## src/design/fct_pkg.sv

```systemverilog
// shared types and constants for the frustum cull engine
package fct_pkg;

    localparam int NUM_PLANES = 6;
    localparam int ID_W       = 16;
    localparam int POS_W      = 24;
    localparam int EXT_W      = 23;
    localparam int NORM_W     = 12;
    localparam int OFS_W      = 28;
    localparam int CFG_W      = 64;
    localparam int ADDR_W     = 6;
    localparam int IDX_W      = 3;
    localparam int COORD_W    = POS_W + 1;
    localparam int PROD_W     = COORD_W + NORM_W;
    localparam int ACC_W      = PROD_W + 4;
    localparam int FRAC_SH    = 10;

    // plane word layout
    localparam int NX_LSB  = 0;
    localparam int NY_LSB  = 12;
    localparam int NZ_LSB  = 24;
    localparam int OFS_LSB = 36;

    typedef enum logic [IDX_W-1:0] {
        REG_PLANE_LEFT   = 3'd0,
        REG_PLANE_RIGHT  = 3'd1,
        REG_PLANE_TOP    = 3'd2,
        REG_PLANE_BOTTOM = 3'd3,
        REG_PLANE_NEAR   = 3'd4,
        REG_PLANE_FAR    = 3'd5,
        REG_CULL_MODE    = 3'd6
    } reg_idx_t;

    typedef logic [CFG_W-1:0] plane_word_t;

    typedef struct packed {
        logic [ID_W-1:0]         id;
        logic signed [POS_W-1:0] pos_x;
        logic signed [POS_W-1:0] pos_y;
        logic signed [POS_W-1:0] pos_z;
        logic [EXT_W-1:0]        half_x;
        logic [EXT_W-1:0]        half_y;
        logic [EXT_W-1:0]        half_z;
        logic [EXT_W-1:0]        radius;
        logic                    outside;
    } item_t;

endpackage

```

## src/design/fct_cell.sv

```systemverilog
// one plane test cell: products stage, then sum and compare stage
module fct_cell
    import fct_pkg::*;
(
    input  logic        clk,
    input  logic        rst_n,
    input  plane_word_t plane,
    input  logic        sphere,
    input  logic        in_valid,
    input  item_t       in_item,
    output logic        in_ready,
    output logic        out_valid,
    output item_t       out_item,
    input  logic        out_ready
);

    logic signed [NORM_W-1:0]  n [3];
    logic signed [POS_W-1:0]   pos [3];
    logic [EXT_W-1:0]          half [3];
    logic signed [COORD_W-1:0] coord [3];
    logic signed [OFS_W-1:0]   ofs;

    logic                      a_valid_reg;
    item_t                     a_item_reg;
    logic signed [PROD_W-1:0]  prod_reg [3];
    logic signed [PROD_W-1:0]  prod_next [3];
    logic                      b_valid_reg;
    item_t                     b_item_reg;
    item_t                     b_item_next;

    logic                      a_ready;
    logic                      b_ready;
    logic signed [ACC_W-1:0]   acc;
    logic signed [ACC_W-1:0]   bound;

    assign n[0] = plane[NX_LSB +: NORM_W];
    assign n[1] = plane[NY_LSB +: NORM_W];
    assign n[2] = plane[NZ_LSB +: NORM_W];
    assign ofs  = plane[OFS_LSB +: OFS_W];

    assign pos[0]  = in_item.pos_x;
    assign pos[1]  = in_item.pos_y;
    assign pos[2]  = in_item.pos_z;
    assign half[0] = in_item.half_x;
    assign half[1] = in_item.half_y;
    assign half[2] = in_item.half_z;

    // box mode pushes the centre to the corner on the normal's side
    always_comb
    begin
        for (int i = 0; i < 3; i++)
        begin
            coord[i] = {pos[i][POS_W-1], pos[i]};
            if (!sphere && n[i] != '0)
            begin
                if (n[i][NORM_W-1])
                    coord[i] = coord[i] - $signed({2'b00, half[i]});
                else
                    coord[i] = coord[i] + $signed({2'b00, half[i]});
            end
            prod_next[i] = coord[i] * n[i];
        end
    end

    assign b_ready   = !b_valid_reg || out_ready;
    assign a_ready   = !a_valid_reg || b_ready;
    assign in_ready  = a_ready;
    assign out_valid = b_valid_reg;
    assign out_item  = b_item_reg;

    always_ff @(posedge clk or negedge rst_n)
    begin
        if (!rst_n)
        begin
            a_valid_reg <= 1'b0;
            b_valid_reg <= 1'b0;
        end
        else
        begin
            if (a_ready)
                a_valid_reg <= in_valid;
            if (b_ready)
                b_valid_reg <= a_valid_reg;
        end
    end

    always_ff @(posedge clk)
    begin
        if (a_ready && in_valid)
        begin
            a_item_reg <= in_item;
            for (int i = 0; i < 3; i++)
                prod_reg[i] <= prod_next[i];
        end
        if (b_ready && a_valid_reg)
            b_item_reg <= b_item_next;
    end

    always_comb
    begin
        acc = {{(ACC_W-PROD_W){prod_reg[0][PROD_W-1]}}, prod_reg[0]}
            + {{(ACC_W-PROD_W){prod_reg[1][PROD_W-1]}}, prod_reg[1]}
            + {{(ACC_W-PROD_W){prod_reg[2][PROD_W-1]}}, prod_reg[2]}
            + {{(ACC_W-OFS_W-FRAC_SH){ofs[OFS_W-1]}}, ofs, {FRAC_SH{1'b0}}};
        if (sphere)
            bound = {{(ACC_W-EXT_W-FRAC_SH){1'b0}}, a_item_reg.radius, {FRAC_SH{1'b0}}};
        else
            bound = '0;
        b_item_next         = a_item_reg;
        b_item_next.outside = a_item_reg.outside || (acc > bound);
    end

endmodule

```

## config.mk

```make
export PLATFORM = sky130hd
export DESIGN_NAME = fct_cell
export DESIGN_NICKNAME = d
export VERILOG_FILES = /design/src/design/fct_pkg.sv /design/src/design/fct_cell.sv
export SDC_FILE = /design/constraint.sdc
export NUM_CORES = 2
export LEC_CHECK = 0
export BUFFER_PORTS_ARGS = -buffer_cell sky130_fd_sc_hd__buf_2
export CAP_MARGIN = 5
export CORE_MARGIN = 3
export CORE_UTILIZATION = 63
export CTS_CLUSTER_DIAMETER = 80
export DETAILED_ROUTE_END_ITERATION = 8
export MAX_ROUTING_LAYER = met4
export PLACE_DENSITY = 0.83
export SETUP_SLACK_MARGIN = 0.05
export SLEW_MARGIN = 20
export SYNTH_ARGS = -nofsm -noshare
export SYNTH_HDL_FRONTEND = slang
export SYNTH_SLANG_ARGS = --single-unit
```

## constraint.sdc

```tcl
create_clock -name clk -period 10.5 [get_ports clk]
set_input_delay 0 -clock clk [delete_from_list [all_inputs] [get_ports clk]]
set_output_delay 0 -clock clk [all_outputs]
set_load 0.01 [all_outputs]
```

# After elaboration in Yosys (flattened, before gate mapping)
# Memories as Yosys holds them, arrays and structs flattened.
# Index checks and enable logic that the tools add are counted.
# word_totals
register_bits,364
latchBits,0
ramBits,111
rom_bits,0
input_bits,250
output_inout_bits,183
elab_cells,57
memories,1
# mem_list
name,depth,width,rd,rd_clocked_by_memory_dff,wr,line,rtl
prod_reg,3,37,3,0,3,fct_cell.sv:25,logic signed [PROD_W-1:0] prod_reg [3];
# op_classes
addsub,9
mul,3
div,0
magnitude_cmp,1
n_eq_ne,0
shifts,0
mux,9
bitwise_logic,0
n_reduce_logical,14
# ops
op,n
$mux 25,6
$mul 25x12->37,3
$add 24x24->25,3
$sub 24x24->25,3
$add 39x38->40,1
$gt 40x34->1,1
$add 38x37->39,1
$add 37x37->38,1
$reduce_bool 12->1,3
$mux 33,1
$logic_and 1x1->1,5
$logic_not 1->1,3
$logic_or 1x1->1,3
$mux 1,2

# Longest topological paths before layout
# logic_depth
word_depth,6
depth_mapped,44
depth_no_buf,43

# Least setup slack after synthesis
# OpenSTA, ideal clock, no wires.
# synth_path
path_kind,input-to-reg
start,input port in_item[28] (netlist bit)
end,memory prod_reg[0][110] (netlist bit) (data pin)
setup_time_ps,260
t_arrival_ps,8282
t_required_ps,10240
setup_slack_ps,1958
stages,38
path_buffers,1
cell_sequence,or3_1 nor4_1 a21oi_1 xnor2_1 ha_1 or4_1 o21ai_1 o21bai_1 a2bb2oi_1 a21boi_0 nor2_1 o21bai_1 a21oi_1 xor2_1 o21ai_0 clkbuf_1 nand2_1 fa_1 [... 2 more ...] fa_1 fa_1 inv_1 fa_1 inv_1 ha_1 a21o_1 a21o_1 a21oi_1 o21ai_0 or3_1 o21ai_0 o21ai_0 nand2_1 o21ai_0 a21o_1 a21oi_1 xnor2_1
# synth_lines
item,line,rtl
"start, declared",fct_cell.sv:10,"input item_t in_item,"
"end, declared",fct_cell.sv:25,

==> metrics <==
final worst-path setup slack 0.555 ns; vias in the first global route 43400; Total Die Area 89500 µm²; unrepaired setup endpoints after global routing yes; Die Ht 299 µm; Final GP Congestion 0.964; number of cells produced by synthesis 5283; run status completed; drt first-iter violations 3475; clock period minus final worst setup slack 9.94 ns; number of top-level pins 433; non-filler instance count after layout 7026; Hold Worst Slack 0.0478 ns; initial antenna violation count 17; worst-case headroom to the max-slew limit 0.229; CP max stage delay 0.68 ns; Critical Path AT 10.34 ns; cell at the root of the clock tree clkbuf_16; worst path required time 10.90 ns; Detailed Routing Iterations Pass 1 6; asr flop ratio synth 0.00421; total wirelength of the detailed-routed design 142 mm; Final setup viols 0; clock-pin slew of the registers on the worst-case setup and hold paths 0.06 ns; average detailed-routed wire length per instance 20.2 µm; largest net degree at the start of global routing 71; clock tree sinks 475; buffer count from post-CTS setup fixing 0; category of the worst setup path launch point input port; crit end category flip-flop; Most used DFF post-synth edfxtp_1; class of the tightest hold or removal check in -> reg; CTS H-Tree Depth 2; post-synthesis sequential element count 475; final worst-path cycle share 0.947; Max Clk Rate 0.101 GHz; top post-synthesis cells by area fa_1, edfxtp_1, ha_1; Max clock buf depth 3; Std-Cell Rows 106; clock latency at the later pin of the worst-skew pair 0.67 ns; Netlist Area Pre-Place 54100 µm²; worst clock skew on the final layout 0.0366 ns; pin slew with the least headroom to its limit 1.15 ns; area overhead of the layout relative to synthesis 13.0%; most frequent cells after synthesis inv_1, fa_1, nand2_1; number of warnings reported in the yosys synthesis log 0; Die Wd 299 µm; total congestion overflow after global routing 0; Core Area 84400 µm²; per-instance average area after synthesis 10.2 µm²; most numerous cell in the Yosys netlist inv_1; number of flops mapped to enable cells by yosys 473; Setup Total Neg Slack 0 ns; final hold violation count 0; CTS tree yes; remaining antenna violation count 0; routed via count 40600; fin nets 7334; setup slack of the most critical reg-to-reg path 3.31 ns; crit path max fanout 8; input/output buffers 432; net count of the mapped netlist 6783; number of clock buffers inserted by TritonCTS 53; proportion of synthesized chip area in sequential cells 0.263; initial cell density of the core 0.642; wire length of the first global-routing pass 229 mm; Global Route Usage Sum 0.335; Max Transition Viols Final 0; number of max-capacitance violations reported 0; post-synth cell types 76; Cell Count Post-Placement 6727; post-synthesis cell type with the largest combined area fa_1; setup slack at placement 0.773 ns; Setup CP Type in -> reg; share of final-layout standard cells stronger than drive strength 1 0.106; area share of the largest cell type after synthesis 0.324; DR vias/cell 5.78; fill cell total of the finished layout 5897; DR DRC count 0; crit path max-delay cell type nor3_1; final HPWL from detailed placement 108 mm
cell type report:
type / count / area (µm²) / area share
Multi-Input combinational cell: 3669 / 35600 / 0.582
Inverter: 943 / 3540 / 0.0579
Clock buffer: 60 / 1350 / 0.0221
Sequential cell: 475 / 14300 / 0.233
Tap cell: 1134 / 1420 / 0.0232
Timing Repair Buffer: 692 / 4580 / 0.0749
Antenna cell: 17 / 42.5 / 0.000695
Clock inverter: 36 / 375 / 0.00614
cells by family after synthesis:
group,Yosys count,synth area share
buf+inv,1139,0.0790
mux,9,0.00176
fa+ha+maj,1250,0.410
simple gates,1504,0.129
xor+xnor,255,0.0413
flops,475,0.263
compound gates,651,0.0749
worst max-delay path, delay by kind of cell:
family	cells	cell delay, ns
AO/OA/AOI/OAI	16	4.27
XOR/XNOR	3	0.36
AND/OR/NAND/NOR	6	1.61
buffers and inverters	5	0.86
adder cells (fa/ha/maj)	7	3.23
path summary, 6_finish.rpt:
kind,startpoint,end,cells after the start
setup / recovery,in_item[51],prod_reg[0][73]$_DFFE_PP_,37
hold reg to reg,a_item_reg[65]$_DFFE_PP_,out_item[65]$_DFFE_PP_,0
hold / removal,plane[0],prod_reg[0][0]$_DFFE_PP_,3
max in group asynchronous,rst_n,a_valid_reg$_DFFE_PN0N_,3
min in group asynchronous,rst_n,out_valid$_DFFE_PN0P_,3
setup reg to reg,prod_reg[0][10]$_DFFE_PP_,out_item[0]$_DFFE_PP_,21
placed cells by master (no fill, tap or decap), types with 7 or more instances in the layout:
master | synthesis | layout
a21oi_1 | 198 | 198
nand4_1 | 22 | 22
nand2_1 | 756 | 756
xnor2_1 | 190 | 190
clkbuf_16 | 0 | 53
o31ai_1 | 18 | 17
clkinvlp_4 | 0 | 7
a31oi_1 | 30 | 30
a211oi_1 | 16 | 16
buf_4 | 0 | 74
edfxtp_1 | 473 | 473
nor4_1 | 20 | 19
o21ai_1 | 24 | 36
nor3_1 | 50 | 50
and3_1 | 18 | 18
a211o_1 | 10 | 10
a21boi_0 | 7 | 7
xor2_1 | 65 | 65
or3_1 | 14 | 14
and2_1 | 283 | 281
nand2b_1 | 34 | 34
o21a_1 | 29 | 29
diode_2 | 0 | 17
fa_1 | 875 | 875
nor2_1 | 181 | 181
a32oi_1 | 7 | 7
ha_1 | 375 | 375
a21o_1 | 78 | 78
o21ai_0 | 146 | 133
nor2b_1 | 32 | 32
dlygate4sd3_1 | 0 | 186
o21bai_1 | 24 | 24
nand3_1 | 46 | 46
inv_1 | 942 | 942
clkinv_2 | 0 | 8
clkbuf_1 | 183 | 7
or2_2 | 19 | 19
buf_2 | 2 | 432
metrics by stage:
stage / instance area [µm²] / utilization
2_1_floorplan: 54100 / -
3_3_place_gp: 57500 / 0.682
3_5_place_dp: 57500 / 0.682
4_1_cts: 61100 / 0.725
5_1_grt: 61200 / 0.725
6_report: 61200 / 0.725
layer usage:
layer,track usage,wire length [µm],vias up
li1,-,-,17900
met1,0.416,52500,20200
met2,0.535,69100,2017
met3,0.0708,13400,457
met4,0.148,6810,0
met5,-,0,-
repair_timing:
action | 4_1_cts | 5_1_grt
setup endpoints to repair | 0 | 2
resized for setup | 0 | 2
hold buffers | 186 | 0
hold endpoints to repair | 225 | 0
Power is not shown: default switching activity piles up to over one toggle a cycle in this logic, so the estimate is an artifact.
